`config.mk`:
```
export PLATFORM = sky130hd
export DESIGN_NAME = unique_fifo_queue
export DESIGN_NICKNAME = d
export VERILOG_FILES = /design/src/rtl/ufq_pkg.sv /design/src/rtl/ufq_mem.sv /design/src/rtl/unique_fifo_queue.sv
export VERILOG_INCLUDE_DIRS = /design/src /design/src/rtl
export SDC_FILE = /design/constraint.sdc
export NUM_CORES = 1
export LEC_CHECK = 0
export ABC_AREA = 1
export BUFFER_PORTS_ARGS = -buffer_cell sky130_fd_sc_hd__buf_2
export CAP_MARGIN = 20
export CORE_MARGIN = 10
export CORE_UTILIZATION = 50
export DETAILED_ROUTE_END_ITERATION = 8
export PLACE_DENSITY = 0.62
export RECOVER_POWER = 100
export SLEW_MARGIN = 20
export SYNTH_ARGS = -nofsm -noshare
export SYNTH_HDL_FRONTEND = slang
export SYNTH_SLANG_ARGS = --single-unit
```
`constraint.sdc`:
```
create_clock -name i_clk -period 4.3 [get_ports i_clk]
set_input_delay 0.645 -clock i_clk [delete_from_list [all_inputs] [get_ports i_clk]]
set_output_delay 0.645 -clock i_clk [all_outputs]
set_load 0.1 [all_outputs]
```
`src/rtl/unique_fifo_queue_defines.svh`:
```
// assertion macros for the unique fifo queue
`ifndef UNIQUE_FIFO_QUEUE_DEFINES_SVH
`define UNIQUE_FIFO_QUEUE_DEFINES_SVH

`ifndef SYNTHESIS
`define UFQ_ASSERT(lbl, prop) \
    lbl: assert property (@(posedge i_clk) disable iff (!i_rst_n) prop) \
        else $error("ufq assertion failed");
`define UFQ_ASSERT_NEXT(lbl, cause, effect) \
    lbl: assert property (@(posedge i_clk) disable iff (!i_rst_n) (cause) |=> (effect)) \
        else $error("ufq assertion failed");
`else
`define UFQ_ASSERT(lbl, prop)
`define UFQ_ASSERT_NEXT(lbl, cause, effect)
`endif

`endif

```
`src/rtl/ufq_pkg.sv`:
```
`timescale 1ns / 1ps

package ufq_pkg;

    localparam int DATA_W = 32;
    localparam int OCC_W  = 5;

    localparam logic [1:0] OP_PUSH = 2'd0;
    localparam logic [1:0] OP_POP  = 2'd1;
    localparam logic [1:0] OP_DUMP = 2'd2;

    localparam logic [1:0] ST_OK    = 2'd0;
    localparam logic [1:0] ST_DUP   = 2'd1;
    localparam logic [1:0] ST_EMPTY = 2'd2;
    localparam logic [1:0] ST_FULL  = 2'd3;

    typedef struct packed {
        logic [1:0]               op;
        logic signed [DATA_W-1:0] value;
    } t_request;

    typedef struct packed {
        logic [1:0]               status;
        logic signed [DATA_W-1:0] data;
        logic [OCC_W-1:0]         occupancy;
        logic                     last;
    } t_result;

endpackage

```
`src/rtl/ufq_mem.sv`:
```
`timescale 1ns / 1ps

module ufq_mem
    import ufq_pkg::*;
#(
    parameter int DEPTH = 16,
    parameter int AW    = 4
) (
    input  logic              i_clk,
    input  logic              i_we,
    input  logic [AW-1:0]     i_waddr,
    input  logic [DATA_W-1:0] i_wdata,
    input  logic              i_re,
    input  logic [AW-1:0]     i_raddr,
    output logic [DATA_W-1:0] o_rdata
);

    logic [DATA_W-1:0] r_mem [DEPTH];
    logic [DATA_W-1:0] r_rdata;

    always_ff @(posedge i_clk) begin
        if (i_we) begin
            r_mem[i_waddr] <= i_wdata;
        end
    end

    always_ff @(posedge i_clk) begin
        if (i_re) begin
            r_rdata <= r_mem[i_raddr];
        end
    end

    assign o_rdata = r_rdata;

endmodule

```
`src/rtl/unique_fifo_queue.sv`:
```
`timescale 1ns / 1ps
// channel   ports                       handshake
// request   i_request (t_request)       start high while busy low
// result    o_result (t_result)         o_valid, one cycle, no back-pressure
//
// each result shows the cycle after it forms
// push over n entries (none when empty): one entry read and compared per cycle
// pop: the head entry is read, then its result shows in the same cycle that busy falls
// dump of n entries: each entry read in order from the head and shown as a result, the last as busy falls
// unused op code, empty push, pop or dump: no read, the result shows as busy falls
// reset is synchronous and active low, the store is not cleared; results cannot be held off

`include "unique_fifo_queue_defines.svh"

module unique_fifo_queue
    import ufq_pkg::*;
#(
    parameter int DEPTH = 16
) (
    input  logic     i_clk,
    input  logic     i_rst_n,
    input  logic     start,
    input  t_request i_request,
    output logic     busy,
    output logic     o_valid,
    output t_result  o_result
);

    localparam int AW = (DEPTH > 1) ? $clog2(DEPTH) : 1;
    localparam int CW = $clog2(DEPTH + 1);

    typedef enum logic [2:0] {
        S_IDLE   = 3'b001,
        S_READ   = 3'b010,
        S_FINISH = 3'b100
    } t_state;

    t_state                   r_state, n_state;
    logic [1:0]               r_op, n_op;
    logic signed [DATA_W-1:0] r_value, n_value;
    logic [AW-1:0]            r_head, n_head;
    logic [CW-1:0]            r_count, n_count;
    logic [CW-1:0]            r_idx, n_idx;
    logic [CW-1:0]            r_len, n_len;
    logic [AW-1:0]            r_rd_ptr, n_rd_ptr;
    logic                     r_pend, n_pend;
    logic                     r_pend_last, n_pend_last;
    logic                     r_hit, n_hit;
    logic                     r_out_vld, n_out_vld;
    t_result                  r_out, n_out;

    logic                     mem_we;
    logic                     mem_re;
    logic [DATA_W-1:0]        mem_rdata;
    logic [CW:0]              tail_sum;
    logic [CW:0]              tail_fold;

    function automatic logic [AW-1:0] ptr_next(input logic [AW-1:0] p);
        logic [AW-1:0] q;
        if (p == AW'(DEPTH - 1)) begin
            q = '0;
        end else begin
            q = p + AW'(1);
        end
        return q;
    endfunction

    ufq_mem #(
        .DEPTH (DEPTH),
        .AW    (AW)
    ) u_mem (
        .i_clk   (i_clk),
        .i_we    (mem_we),
        .i_waddr (tail_fold[AW-1:0]),
        .i_wdata (r_value),
        .i_re    (mem_re),
        .i_raddr (r_rd_ptr),
        .o_rdata (mem_rdata)
    );

    // tail slot, head + count folded once into the ring
    assign tail_sum  = (CW+1)'(r_head) + (CW+1)'(r_count);
    assign tail_fold = (tail_sum >= (CW+1)'(DEPTH)) ? tail_sum - (CW+1)'(DEPTH) : tail_sum;

    always_comb begin
        n_state     = r_state;
        n_op        = r_op;
        n_value     = r_value;
        n_head      = r_head;
        n_count     = r_count;
        n_idx       = r_idx;
        n_len       = r_len;
        n_rd_ptr    = r_rd_ptr;
        n_pend      = 1'b0;
        n_pend_last = 1'b0;
        n_hit       = r_hit;
        n_out_vld   = 1'b0;
        n_out       = r_out;
        mem_we      = 1'b0;
        mem_re      = 1'b0;

        case (r_state)
            S_IDLE: begin
                if (start) begin
                    n_op     = i_request.op;
                    n_value  = i_request.value;
                    n_hit    = 1'b0;
                    n_idx    = '0;
                    n_rd_ptr = r_head;
                    case (i_request.op)
                        OP_PUSH: n_len = r_count;
                        OP_POP:  n_len = (r_count != '0) ? CW'(1) : '0;
                        OP_DUMP: n_len = r_count;
                        default: n_len = '0;
                    endcase
                    n_state = (n_len != '0) ? S_READ : S_FINISH;
                end
            end

            S_READ: begin
                if (r_idx < r_len) begin
                    mem_re      = 1'b1;
                    n_rd_ptr    = ptr_next(r_rd_ptr);
                    n_idx       = r_idx + CW'(1);
                    n_pend      = 1'b1;
                    n_pend_last = ((r_idx + CW'(1)) == r_len);
                end
                if (r_pend) begin
                    case (r_op)
                        OP_PUSH: begin
                            n_hit = r_hit | (mem_rdata == r_value);
                            if (r_pend_last) begin
                                n_state = S_FINISH;
                            end
                        end
                        OP_POP: begin
                            n_head              = ptr_next(r_head);
                            n_count             = r_count - CW'(1);
                            n_out_vld           = 1'b1;
                            n_out.status        = ST_OK;
                            n_out.data          = mem_rdata;
                            n_out.occupancy     = OCC_W'(r_count - CW'(1));
                            n_out.last          = 1'b1;
                            n_state             = S_IDLE;
                        end
                        default: begin
                            n_out_vld           = 1'b1;
                            n_out.status        = ST_OK;
                            n_out.data          = mem_rdata;
                            n_out.occupancy     = OCC_W'(r_count);
                            n_out.last          = r_pend_last;
                            if (r_pend_last) begin
                                n_state = S_IDLE;
                            end
                        end
                    endcase
                end
            end

            S_FINISH: begin
                n_state         = S_IDLE;
                n_out_vld       = 1'b1;
                n_out.data      = '0;
                n_out.last      = 1'b1;
                n_out.occupancy = OCC_W'(r_count);
                case (r_op)
                    OP_PUSH: begin
                        if (r_hit) begin
                            n_out.status = ST_DUP;
                        end else if (r_count == CW'(DEPTH)) begin
                            n_out.status = ST_FULL;
                        end else begin
                            mem_we          = 1'b1;
                            n_count         = r_count + CW'(1);
                            n_out.status    = ST_OK;
                            n_out.occupancy = OCC_W'(r_count + CW'(1));
                        end
                    end
                    OP_POP:  n_out.status = ST_EMPTY;
                    OP_DUMP: n_out.status = ST_EMPTY;
                    default: n_out.status = ST_OK;
                endcase
            end

            default: begin
                n_state = S_IDLE;
            end
        endcase
    end

    always_ff @(posedge i_clk) begin
        if (!i_rst_n) begin
            r_state     <= S_IDLE;
            r_head      <= '0;
            r_count     <= '0;
            r_idx       <= '0;
            r_len       <= '0;
            r_rd_ptr    <= '0;
            r_pend      <= 1'b0;
            r_pend_last <= 1'b0;
            r_hit       <= 1'b0;
            r_out_vld   <= 1'b0;
        end else begin
            r_state     <= n_state;
            r_head      <= n_head;
            r_count     <= n_count;
            r_idx       <= n_idx;
            r_len       <= n_len;
            r_rd_ptr    <= n_rd_ptr;
            r_pend      <= n_pend;
            r_pend_last <= n_pend_last;
            r_hit       <= n_hit;
            r_out_vld   <= n_out_vld;
        end
    end

    always_ff @(posedge i_clk) begin
        r_op    <= n_op;
        r_value <= n_value;
        r_out   <= n_out;
    end

    assign busy     = (r_state != S_IDLE);
    assign o_valid  = r_out_vld;
    assign o_result = r_out;

    `UFQ_ASSERT(a_count_bound, r_count <= CW'(DEPTH))
    `UFQ_ASSERT(a_head_bound, r_head <= AW'(DEPTH - 1))
    `UFQ_ASSERT_NEXT(a_accept_busy, start && !busy, busy)
    `UFQ_ASSERT(a_last_frees, o_valid && o_result.last |-> !busy)
    `UFQ_ASSERT(a_pend_in_read, r_pend |-> r_state == S_READ)

endmodule

```
# Word level (Yosys, flattened, before mapping)
# Memory sizes are Yosys's and may differ from the RTL's. A register that Yosys moved wholly into a read port is not among the register bits.
# Cells that the tools add are included.
[word_totals]
regBits = 104
ramBits = 512
inputBits = 37
output_inout_bits = 42
wordCells = 111
n_memories = 1
[classes]
n_addsub = 7
order_cmp = 2
n_eq_ne = 21
n_mux = 47
bitwise = 1
n_reduce_logical = 16
[mem_list]
columns = ["memory", "depth", "width", "rd", "rd_clocked_by_memory_dff", "write_ports", "line_no", "text"]
rows = [
  ["u_mem.r_mem", 16, 32, 1, 1, 1, "ufq_mem.sv:18", "logic [DATA_W-1:0] r_mem [DEPTH];"],
]
[op_table]
columns = ["operator", "count"]
rows = [
  ["$pmux W40 S2", 2],
  ["$mux W5", 9],
  ["$mux W40", 1],
  ["$eq A32 B32 Y1", 1],
  ["$pmux W5 S2", 3],
  ["$mux W4", 5],
  ["$mux W3", 5],
  ["$reduce_and A3 Y1", 5],
  ["$mux W1", 14],
  ["$ne A2 B2 Y1 const B", 6],
  ["$pmux W3 S2", 2],
  ["$add A5 B1 Y5 const B", 2],
  ["$reduce_bool A5 Y1", 2],
  ["$add A4 B1 Y4 const B", 2],
  ["$eq A4 B4 Y1 const B", 2],
  ["$pmux W4 S2", 1],
  ["$reduce_and A4 Y1", 2],
  ["$add A4 B5 Y6", 1],
  ["$ge A6 B5 Y1 const B", 1],
  ["$ne A3 B3 Y1 const B", 2],
  ["$eq A5 B5 Y1", 1],
  ["$eq A5 B5 Y1 const B", 1],
  ["$lt A5 B5 Y1", 1],
  ["$sub A5 B1 Y5 const B", 1],
  ["other kinds (15)", 22],
]

# Logic depth before layout (Yosys ltp)
# Gate-level depths: netlist of the first run.
[depth]
word_depth = 9
ltp_mapped = 11

# Cells and area by module
# Synthesis of the first run repeated with hierarchy kept, for this count alone.
[unflattened]
hier_cells = 2649
hier_area_um2 = 28069.4
[modules_own_cells]
columns = ["module", "instances", "cells_each", "area_per_inst_um2", "seq_area_each_um2"]
rows = [
  ["ufq_mem", 1, 2120, 23058.4, 16335.7],
  ["unique_fifo_queue", 1, 529, 5011.1, 2822.7],
]

# Worst setup path before layout of the first run
# OpenSTA, ideal clock, no wires.
[synth_path]
kind = "flip-flop to flip-flop"
startpoint = "register r_state[1]"
endpoint = "register r_len[2]"
setup_ps = 129
arrival_ps = 3158
required_time_ps = 4171
setup_slack_ps = 1013
path_stages_with_launch = 7
n_path_buf = 0
period_less_slack_ps = 3287
path_cell_list = "dfxtp_1 inv_1 nand3_1 nor2_2 inv_1 a21oi_1 a211oi_1"
[synth_between]
elab_chain_cells = 2
[synth_rtl]
columns = ["item", "line_no", "text"]
rows = [
  ["start: declaration", "unique_fifo_queue.sv:38", "t_state r_state, n_state;"],
  ["start signal: assignment", "unique_fifo_queue.sv:204", "r_state <= n_state;"],
  ["$eq A3 B1 Y1", "unique_fifo_queue.sv:102", "case (r_state)"],
  ["$reduce_and A2 Y1 (no line)", "-", ""],
  ["end signal: assignment", "unique_fifo_queue.sv:208", "r_len <= n_len;"],
  ["end: declaration", "unique_fifo_queue.sv:44", "logic [CW-1:0] r_len, n_len;"],
]
# No other way between the ends.
# A chain may end at the register's enable or synchronous reset.

# Worst setup path in the final report of the first run
[layout_path]
startpoint = "register r_count[1]"
endpoint = "memory u_mem.r_mem[5][9], enable pin"
[layout_between]
elab_chain_cells = 7
elab_cells_between_ends = 11
cone_classes = "add/sub: 2; order compare: 1; eq/ne: 1; mux: 7"
[layout_rtl]
columns = ["item", "line_no", "text"]
rows = [
  ["start: declaration", "unique_fifo_queue.sv:42", "logic [CW-1:0] r_count, n_count;"],
  ["start signal: assignment", "unique_fifo_queue.sv:206", "r_count <= n_count;"],
  ["branches (longest 7 deep; another with $add A4 B5 Y6)", "-", ""],
  ["end: declaration", "ufq_mem.sv:18", ""],
]
# Several ways; the timed one is not identified.

==> results.md, run 1 <==
- The synthesized flop and latch total is roughly 650.
- The critical path endpoint category is a flop.
- The most critical setup path has its endpoint at u_mem.r_mem[5][9].
- The initial antenna violation count came to 0.
- The count of final max-slew check failures is 138.
- Summing all multi-input logic gate instances after layout gives 6110 um^2.
- The number of DRC violations after detailed routing is 0.
- For the worst flop-to-flop path, the logic depth is 10.
- The total negative slack for setup checks is 0 ns.
- The first TritonRoute pass finished after 5 iterations.
- The share of Yosys cell area claimed by the top area cell type is between 70% and 80%.
- In this run the most critical hold path is launched from i_request[1].
- TritonCTS built the clock tree.
- At the pin with the least slew margin, the transition time is 2.16 ns.
- The count of nets left with antenna violations after detail routing is 0.
- Synthesis instantiated 37 different standard cells from the library.
- In this run the vertical extent of the chip is 249 um.
- The checks that failed: capacitance limit, slew limit.
- No sink is reached through more buffers than the 3 on the longest clock path.
- The highest layer touched by signal routing is met4.
- The synthesized netlist net count is between 2,000 and 2,500.
- After clock tree synthesis, the setup repair step added 0 buffers.
- A synthesized cell averages 12.6 um^2.
- The signal on the critical path passes through inv_1, ha_1, nand2_1, o21ai_0, inv_1, nand2_1, nor2_1, nand3_1, nor2_2, buf_12.
- By area the synthesized netlist is led by sky130_fd_sc_hd__edfxtp_1, sky130_fd_sc_hd__nor2_1, sky130_fd_sc_hd__o21ai_0.
- Once the floorplan was initialized, standard cells occupied 50.7% of the core.
- The endpoint of the lowest-slack register-to-register path is u_mem.r_mem[5][9].
- The die footprint is 61,800 um^2.
- The kind of critical path is reg2reg.
- The placed wire-length estimate is 36.5 mm.
- The buffer cell driving the clock tree root is sky130_fd_sc_hd__clkbuf_16.
- The clock latency reported for the late side of the worst-skew pair is 0.61 ns.
- After detailed routing, the wire length on met1 is between 20 and 30 mm.
- sky130_fd_sc_hd__edfxtp_1 takes more of the synthesized area than any other cell.
- The largest incremental delay on the critical path is between 1 and 1.5 ns.
- The wire length of the first global-routing pass is 96.7 mm.
- The tightest min-delay check is of the in2reg type.
- For the finished layout, the period the worst path requires is 3.73 ns.
- Summed over all layers, the global routing overflow is 0.
- The routability-driven placement congestion ratio is 0.818.
- In this run the cell area of the synthesized design comes to 26,100 um^2.
- Summing over every cut layer, the via total after detailed routing is between 15,000 and 20,000.
- The total clock sinks is 648.
- The pin count of the biggest net entering global routing is 258.
- The layout overhead on the synthesized area is 12.8%.
- The clock tree synthesis step divided the H-tree into 3 levels.
- The final setup violation count is 0.
- The floorplan has between 80 and 90 rows.
- The final-stage net count is around 2,200.
- Data on the critical path is required at its endpoint by approximately 4.6 ns.
- From left edge to right edge, the die measures 249 um.
- The power per cell area is about 480 nW/um^2.
- The worst pin sits at a relative slew slack of -44.2%.
- Clock tree synthesis inserted a total of 70 buffers.
- In the final layout, the share of cells above drive strength 1 is 9.07%.
- The violation count after the first detailed-route iteration is 1,518.
- In the final layout, flip-flops and latches occupy roughly 19,000 um^2.
- The clock input transition at the sequential cells of the worst setup and hold paths is 0.06 ns.
- For this run, the number of Yosys warnings is 0.
- The per-cell routed wire length is 22.2 um.
- Setup slack on the worst reg-to-reg path comes out at 0.57 ns.
- The via count of the first global-routing pass is 16,000.
- At the end of the flow the core is filled with cells to 57.2%.
- The final number of hold-violating endpoints is 0.
- Detailed routing placed a total of 30.5 mm of wire on met2.
- The master of the slowest instance on the critical path is sky130_fd_sc_hd__nor2_2.
- The ratio of final minimum period to clock period is ~87%.
- The max capacitance violation total is 5.
- The post-cts resize count is 0.
- The run finished, with violations left.
- The instance count of the mapped netlist is between 2,000 and 2,500.
- The timing startpoint of the critical path is r_count[1].
- The worst path arrival time is 4.03 ns.
- Static timing analysis puts the maximum clock frequency at 268 MHz.
- Of all nets on the critical path, the largest fanout is 19.
- The setup clock skew after layout is ~0.022 ns.
- Of the synthesized area, sequential elements account for 73.3%.
- Global routing consumed, over all layers together, roughly a fifth of the routing resources.
- Wire segments on met3 add up to 3.32 mm in the final route.
- The largest vdd supply drop is 0.000351 V.
- The antenna diode instance count is 0.
- The final layout contains routed wiring with a total length of 63.7 mm.
- The launch instance of the worst register-to-register path is r_count[1].
- The region available for standard cell placement spans just over 50,000 um^2.
- Port buffering added 78 buffers.
- The top-level port count is around 80.
- Using the TritonRoute via totals, the vias-per-cell ratio works out to approximately 5.6.
- Setup repair after global routing left no endpoint under its margin.
- The filler cell count is 4,326.
- For this design the static power due to leakage is approximately 9.8 nW.
- The total of hold buffers inserted after clock tree synthesis is 0.
- The category of the worst setup path launch point is a flop.
how the worst min path moves through the flow:
| stage | end | slack [ns] | cells past startpoint |
|---|---|---|---|
| 3_3_place_gp | r_idx[4] | 0.47 | 2 |
| 2_1_floorplan | r_idx[4] | 0.46 | 2 |
| 6_report | r_value[1] | 0.21 | 1 |
| 4_1_cts | r_value[3] | 0.17 | 1 |
| 5_1_grt | r_value[3] | 0.19 | 1 |
| 3_5_place_dp | r_idx[4] | 0.49 | 2 |
metal layers:
metal | vias to the layer above | GRT usage, %
li1 | 7564 | -
met1 | 8016 | 27.4
met4 | 0 | 6.36
met2 | 471 | 32.4
met5 | - | 0
met3 | 103 | 3.50
sequential cells by signal, summed over array words and instances (netlist names):
signal / flops
r_state: 3
r_op: 2
r_count: 5
r_hit: 1
r_pend: 1
r_pend_last: 1
o_result: 40
u_mem.r_mem: 512
r_rd_ptr: 4
r_len: 5
r_head: 4
o_valid: 1
r_idx: 5
u_mem.o_rdata: 32
r_value: 32
Yosys cell counts:
cell and instances:
sky130_fd_sc_hd__clkinv_1 2, sky130_fd_sc_hd__buf_4 4, sky130_fd_sc_hd__xor2_1 13, sky130_fd_sc_hd__buf_6 11
sky130_fd_sc_hd__inv_2 1, sky130_fd_sc_hd__nand3_1 54, sky130_fd_sc_hd__nor3_1 5, sky130_fd_sc_hd__buf_12 2
sky130_fd_sc_hd__o21ai_0 223, sky130_fd_sc_hd__o211ai_1 130, sky130_fd_sc_hd__o21ai_1 86, sky130_fd_sc_hd__a21o_1 1
sky130_fd_sc_hd__buf_8 1, sky130_fd_sc_hd__nand2_1 138, sky130_fd_sc_hd__inv_6 1, sky130_fd_sc_hd__fa_1 1
sky130_fd_sc_hd__or2_2 4, sky130_fd_sc_hd__nand4_1 8, sky130_fd_sc_hd__inv_1 83, sky130_fd_sc_hd__clkbuf_1 55
sky130_fd_sc_hd__a31oi_1 1, sky130_fd_sc_hd__buf_2 29, sky130_fd_sc_hd__dfxtp_1 30, sky130_fd_sc_hd__nand3b_1 1
sky130_fd_sc_hd__o21a_1 3, sky130_fd_sc_hd__nand2_2 3, sky130_fd_sc_hd__ha_1 17, sky130_fd_sc_hd__edfxtp_1 618
sky130_fd_sc_hd__nor2_1 452, sky130_fd_sc_hd__a211oi_1 4, sky130_fd_sc_hd__buf_1 12, sky130_fd_sc_hd__o21ai_2 1
sky130_fd_sc_hd__a21oi_1 28, sky130_fd_sc_hd__nor2_2 19, sky130_fd_sc_hd__nor4_1 1, sky130_fd_sc_hd__xnor2_1 24
sky130_fd_sc_hd__or3_1 1
worst max-delay path, delay by kind of cell, from the launching register on:
kind,cells,cell delay (ns)
buffers and inverters,3,0.53
DFF,1,0.46
AOI/OAI and AO/OA,1,0.07
and+or+nand+nor,5,2.12
adders and majority gates,1,0.23
cell usage in the layout (no fill, tap or decap), drive strengths merged:
master    instances
edfxtp          618
nor2            471
o21ai           310
clkbuf          154
nand2           141
o211ai          130
inv              88
nand3            54
buf              50
dfxtp            30
a21oi            28
xnor2            24
clkinv           21
ha               17
xor2             13
bufinv           11
nand4             8
nor3              5
or2               4
a211oi            4
o21a              3
clkinvlp          3
a21o              1
or3               1
nand3b            1
a31oi             1
nor4              1
fa                1
where the power goes:
part	switching, mW	internal (mW)
clock network	2.44	3.80
logic	0.472	0.146
registers	0.208	7.09
total	3.12	11.0
cells by family after synthesis:
group	share of synthesized area, %
DFF	73.3
adders and majority gates	0.891
xor gates and xnor gates	1.24
AOI/OAI and AO/OA	10.5
and+or+nand+nor	10.5
buffers and inverters	3.59
through the flow:
stage | cells | power (mW) | instance area (um^2) | setup WS (ns) | hold slack, ns
after floorplan | 2067 | 7.74 | 26100 | 1.01 | 0.458
after global placement | 2748 | 8.07 | 27300 | 1.12 | 0.473
after detailed placement | 2748 | 8.08 | 27300 | 1.04 | 0.490
after CTS | 2873 | 14.3 | 29700 | 1.02 | 0.174
after global routing | 2873 | 14.6 | 29500 | 0.400 | 0.186
final | 2873 | 14.2 | 29500 | 0.572 | 0.208
layout make-up:
cell class,count,area share [%]
Inverter,87,1.14
Clock buffer,89,6.47
Sequential cell,648,65.0
Timing Repair Buffer,115,2.19
Tap cell,680,2.89
Clock inverter,36,1.59
Multi-Input combinational cell,1218,20.7
Power figures use the tool's default switching activity.
==> run 2, diff against run 1 <==
- CAP_MARGIN: 20 -> 10
- CORE_MARGIN: 10 -> 3
- CTS_BUF_LIST: not set -> sky130_fd_sc_hd__clkbuf_16
==> results.md, run 2 (synthesis results as in run 1) <==
- Run status: complete, but fails checks (unchanged).
- Failing checks: capacitance limit, slew limit (unchanged).
- Critical-path cell list: inv_8, clkbuf_2, nor2_1, nor2_1, o21ai_0, o21ai_0, o211ai_1, nand2_1 (was inv_1, ha_1, nand2_1, o21ai_0, inv_1, nand2_1, nor2_1, nand3_1, nor2_2, buf_12).
- The count of nets left with antenna violations after detail routing is 0 (unchanged).
- The max capacitance violation total is 5 (unchanged).
- The starting utilization of the core area was 50.7% (unchanged).
- The number of buffers on the longest clock path is 3 (unchanged).
- The number of DRC violations after detailed routing is 0 (unchanged).
- The largest vdd supply drop is 0.000236 V (was 0.000351 V).
- The master of the slowest instance on the critical path was sky130_fd_sc_hd__dfxtp_1 (was sky130_fd_sc_hd__nor2_2).
- The top-level port count is 79 (unchanged).
- The largest incremental delay on the critical path was 1.38 ns (was 1.32 ns).
- The leading cell type in the layout, fill and taps excluded is sky130_fd_sc_hd__edfxtp_1 (unchanged).
- The final critical-path required period came to 3.61 ns (was 3.73 ns).
- The total length of routed wires was 63.4 mm (was 63.7 mm).
- The deepest level of the CTS H-tree is 3 (unchanged).
- The antenna diode instance count is 0 (unchanged).
- The category of the worst setup path launch point is a flop (unchanged).
- Setup repair after global routing missed its margin: false (unchanged).
- The total clock sinks is 648 (unchanged).
- The share of post-route cells with drive strength above 1 is 8.91% (was 9.07%).
- The leakage power of the design is 9.77 nW (about the same).
- The register ranked first by flip-flop count is u_mem.r_mem (unchanged).
- The worst hold slack across all endpoints is 0.233 ns (was 0.208 ns).
- The overall overflow remaining after global route came to 0 (unchanged).
- The largest delay contributor family on the critical path is flip-flops (was simple AND/OR/NAND/NOR gates).
- The TritonCTS buffer count is 69 (was 70).
- The via count was 16,300 (was 16,200).
- The layout overhead on the synthesized area is 12.4% (was 12.8%).
- The overall die width is 235 um (was 249 um).
- The number of standard-cell rows in the floorplan is 83 (unchanged).
- The total of hold buffers inserted after clock tree synthesis is 0 (unchanged).
- The clock latency reported for the late side of the worst-skew pair is 0.59 ns (was 0.61 ns).
- The final setup violation count is 0 (unchanged).
- The initial antenna violation count is 0 (unchanged).
- The critical path endpoint category is a flop (unchanged).
- The fmax is 277 MHz (was 268 MHz).
- The per-cell routed wire length is 22.0 um (was 22.2 um).
- The post-CTS repair timing setup buffer count is 0 (unchanged).
- The all-layer global routing usage is 22.8% (was 20.1%).
- The setup clock skew after layout is 0.0217 ns (was 0.0224 ns).
- The normalized max-slew margin is -28.0% (was -44.2%).
- The via density per instance is 5.65 (was 5.62).
- The final-stage net count is 2,202 (was 2,195).
- The wire length of the first global-routing pass is 96.5 mm (was 96.7 mm).
- The power per cell area is 467 nW/um^2 (was 480 nW/um^2).
- The via count of the first global-routing pass was 15,900 (was 16,000).
- The final number of hold-violating endpoints is 0 (unchanged).
- The number of port buffers is 78 (unchanged).
- The ratio of final minimum period to clock period is 84.0% (was 86.7%).
- The peak fanout along the critical path is 97 (was 19).
- The placed wire-length estimate is 37.2 mm (was 36.5 mm).
- The clock input transition at the sequential cells of the worst setup and hold paths is 0.06 ns (about the same).
- The post-cts resize count is 0 (unchanged).
- The count of TritonRoute iterations in the first routing pass is 7 (was 5).
- The clock tree from TritonCTS is done (unchanged).
- The die footprint came to 55,000 um^2 (was 61,800 um^2).
- The slew of the pin with the lowest slew margin is 1.91 ns (was 2.16 ns).
- The total negative slack for setup checks is 0 ns (unchanged).
- Top library cells by usage in the layout, fill and taps aside: sky130_fd_sc_hd__edfxtp_1, sky130_fd_sc_hd__nor2_1, sky130_fd_sc_hd__o21ai_0, sky130_fd_sc_hd__nand2_1, sky130_fd_sc_hd__o211ai_1 (unchanged).
- The count of buffering cells on the critical path with inverters included is 2 (was 3).
- The class of the worst hold path is in2reg (unchanged).
- The chip height was 235 um (was 249 um).
- The core area came to 51,500 um^2 (unchanged).
- The power after layout is 13.7 mW (was 14.2 mW).
- The required time of the critical path came to 4.62 ns (was 4.60 ns).
- The kind of critical path is reg2reg (unchanged).
- The worst path arrival time is 3.93 ns (was 4.03 ns).
- The flip-flop count of the largest register after layout is 512 (unchanged).
- The routability-driven placement congestion ratio was 0.862 (was 0.818).
- The count of final max-slew check failures came to 172 (was 138).
- The pin count of the biggest net entering global routing was 116 (was 258).
- The buffer cell driving the clock tree root was sky130_fd_sc_hd__clkbuf_16 (unchanged).
- The violation count after the first detailed-route iteration was 1,462 (was 1,518).
[run 2: cell count changes in the layout (fill, tap and decap cells not counted), sizes merged]
cell,previous run,this run
clkinvlp,3,1
clkinv,21,29
clkbuf,154,145
bufinv,11,7
inv,88,102
[run 2: worst paths after layout]
path,from,end,cells past startpoint,slack [ns]
min,i_request[28],r_value[28],1,0.23
min reg2reg,r_idx[4],r_idx[4],2,0.51
max reg2reg,r_rd_ptr[0],u_mem.o_rdata[6],8,0.69
max,r_rd_ptr[0],u_mem.o_rdata[6],8,0.69
[run 2: metrics by stage]
stage                     cells  cell area (um^2)  util [%]  setup WS, ns
after floorplan            2067             26100         -          1.01
after global placement     2756             27400      53.1          1.11
after detailed placement   2756             27400      53.1          1.05
after CTS                  2880             29600      57.4          1.03
after global routing       2880             29400      57.0         0.417
final                      2880             29400      57.0         0.689
[run 2: cell type report]
type / count / area (um^2)
Inverter: 87 / 334
Multi-Input combinational cell: 1218 / 6140
Fill cell: 4229 / 22100
Timing Repair Buffer: 123 / 683
Clock buffer: 72 / 1800
Sequential cell: 648 / 19200
Clock inverter: 52 / 408
Tap cell: 680 / 851
[run 2: per-layer routing]
metal | vias to the layer above | share of wire, % | GRT usage [%]
met5 | - | 0 | 0
met4 | 0 | 2.5 | 7.75
met1 | 8023 | 44 | 32.2
li1 | 7586 | - | -
met3 | 100 | 6.6 | 4.08
met2 | 559 | 47 | 36.0
[run 2: report_power, final]
part	leakage, nW	switching, mW	internal (mW)	total, mW
logic	2.81	0.495	0.147	0.642
registers	5.82	0.179	7.09	7.27
clock network	1.14	2.37	3.44	5.81
==> run 3, diff against run 2 <==
- PLACE_DENSITY: 0.62 -> 0.65
- clock period: 4.3 -> 3 ns (I/O delays scaled with it)
==> results.md, run 3 (synthesis results as in run 1) <==
- The via density per instance was 5.69 (was 5.65).
- The number of buffers on the longest clock path is 3 (unchanged).
- The slew of the pin with the lowest slew margin is 1.26 ns (was 1.91 ns).
- The max capacitance violation total is 0 (was 5).
- The pin count of the biggest net entering global routing came to 113 (was 116).
- The overall overflow remaining after global route is 0 (unchanged).
- The required time of the critical path is 3.45 ns (was 4.62 ns).
- The final number of hold-violating endpoints is 0 (unchanged).
- The total clock sinks was 648 (unchanged).
- The total negative slack for setup checks is 0 ns (unchanged).
- The deepest level of the CTS H-tree is 3 (unchanged).
- The count of nets left with antenna violations after detail routing is 0 (unchanged).
- The core area is 51,500 um^2 (unchanged).
- The buffer cell driving the clock tree root is sky130_fd_sc_hd__clkbuf_16 (unchanged).
- The via count of the first global-routing pass is 16,100 (was 15,900).
- Run status: finished clean (was complete, but fails checks).
- The number of DRC violations after detailed routing was 0 (unchanged).
- The clock input transition at the sequential cells of the worst setup and hold paths is 0.06 ns (about the same).
- The wire length of the first global-routing pass is 97.4 mm (was 96.5 mm).
- The leakage power of the design was 10.0 nW (was 9.77 nW).
- The clock tree from TritonCTS is done (unchanged).
- The die footprint is 55,000 um^2 (unchanged).
- The ratio of final minimum period to clock period was 92.1% (was 84.0%).
- The register ranked first by flip-flop count is u_mem.r_mem (unchanged).
- The count of TritonRoute iterations in the first routing pass is 5 (was 7).
- The antenna diode instance count is 0 (unchanged).
- The post-CTS repair timing setup buffer count is 0 (unchanged).
- The chip height is 235 um (unchanged).
- The placed wire-length estimate is 39.0 mm (was 37.2 mm).
- The all-layer global routing usage is 23.0% (was 22.8%).
- The category of the worst setup path launch point is a flop (unchanged).
- The share of post-route cells with drive strength above 1 is 10.3% (was 8.91%).
- The layout overhead on the synthesized area is 14.6% (was 12.4%).
- The fmax is 362 MHz (was 277 MHz).
- The routability-driven placement congestion ratio is 0.847 (was 0.862).
- The starting utilization of the core area is 50.7% (unchanged).
- The count of final max-slew check failures came to 0 (was 172).
- The initial antenna violation count is 0 (unchanged).
- Setup repair after global routing missed its margin: false (unchanged).
- The clock latency reported for the late side of the worst-skew pair is 0.60 ns (was 0.59 ns).
- The peak fanout along the critical path came to 112 (was 97).
- The setup clock skew after layout was 0.0205 ns (was 0.0217 ns).
- The class of the worst hold path is in2reg (unchanged).
- The per-cell routed wire length came to 21.9 um (was 22.0 um).
- The leading cell type in the layout, fill and taps excluded is sky130_fd_sc_hd__edfxtp_1 (unchanged).
- The kind of critical path is reg2reg (unchanged).
- The largest vdd supply drop is 0.000402 V (was 0.000236 V).
- The overall die width was 235 um (unchanged).
- The number of port buffers is 78 (unchanged).
- The number of standard-cell rows in the floorplan came to 83 (unchanged).
- The power per cell area is 660 nW/um^2 (was 467 nW/um^2).
- The worst path arrival time came to 3.22 ns (was 3.93 ns).
- The violation count after the first detailed-route iteration is 1,685 (was 1,462).
- The top-level port count is 79 (unchanged).
- The via count is 16,700 (was 16,300).
- The flip-flop count of the largest register after layout was 512 (unchanged).
- The critical path endpoint category is a flop (unchanged).
- The final critical-path required period came to 2.76 ns (was 3.61 ns).
- The total length of routed wires was 64.2 mm (was 63.4 mm).
- The final-stage net count came to 2,252 (was 2,202).
- The final setup violation count is 0 (unchanged).
- The worst hold slack across all endpoints is 0.0316 ns (was 0.233 ns).
- Top library cells by usage in the layout, fill and taps aside: sky130_fd_sc_hd__edfxtp_1, sky130_fd_sc_hd__nor2_1, sky130_fd_sc_hd__o21ai_0, sky130_fd_sc_hd__nand2_1, sky130_fd_sc_hd__o211ai_1 (unchanged).
- The normalized max-slew margin is 16.2% (was -28.0%).
- The TritonCTS buffer count is 69 (unchanged).
-- run 3: report_power, final --
group	leakage (nW)	total, mW	switching (mW)	internal (mW)
registers	5.82	10.3	0.173	10.2
logic	3.07	1.02	0.789	0.229
clock network	1.15	8.40	3.37	5.02
-- run 3: per-stage QoR --
stage / setup slack [ns] / area, um^2 / total power, mW / util (%) / std cells
6_report: 0.236 / 29900 / 19.8 / 58.1 / 2926
4_1_cts: 0.447 / 30200 / 19.9 / 58.6 / 2926
3_3_place_gp: 0.462 / 27900 / 11.6 / 54.1 / 2798
2_1_floorplan: -0.190 / 26200 / 11.1 / - / 2067
5_1_grt: 0.124 / 29900 / 20.3 / 58.1 / 2926
3_5_place_dp: 0.461 / 27900 / 11.6 / 54.1 / 2798
-- run 3: cell type report --
class / count / area (um^2)
Fill cell: 4086 / 21600
Sequential cell: 648 / 19200
Multi-Input combinational cell: 1218 / 6130
Clock buffer: 72 / 1800
Timing Repair Buffer: 173 / 1230
Tap cell: 680 / 851
Clock inverter: 48 / 437
Inverter: 87 / 329
-- run 3: what timing repair did --
item | 4_1_cts | 5_1_grt
endpoints found under the hold margin | 8 | 0
resized for setup | 0 | 0
hold buffers | 8 | 0
endpoints found under the setup margin | 0 | 0
-- run 3: worst max-delay path: stages (launching register included) --
cell and delay, ns:
sky130_fd_sc_hd__dfxtp_4 0.47, sky130_fd_sc_hd__clkbuf_4 0.91, sky130_fd_sc_hd__o21ai_0 0.19, sky130_fd_sc_hd__o21ai_0 0.65, sky130_fd_sc_hd__o211ai_1 0.18, sky130_fd_sc_hd__nand2_1 0.10
-- run 3: layer usage --
metal  track usage [%]  up-vias  part of all wire, %
met3              3.76      120                  7.8
met4              8.25        0                  2.9
met5                 0        -                    0
met1              32.6     8148                   42
met2              36.2      711                   47
li1                  -     7675                    -
-- run 3: path summary, 6_finish.rpt --
check | from | end | slack, ns | cells past startpoint
setup reg to reg | r_rd_ptr[0] | u_mem.o_rdata[4] | 0.24 | 5
hold reg to reg | r_idx[4] | r_idx[4] | 0.51 | 2
hold / removal | i_request[25] | r_value[25] | 0.03 | 1
setup / recovery | r_rd_ptr[0] | u_mem.o_rdata[4] | 0.24 | 5
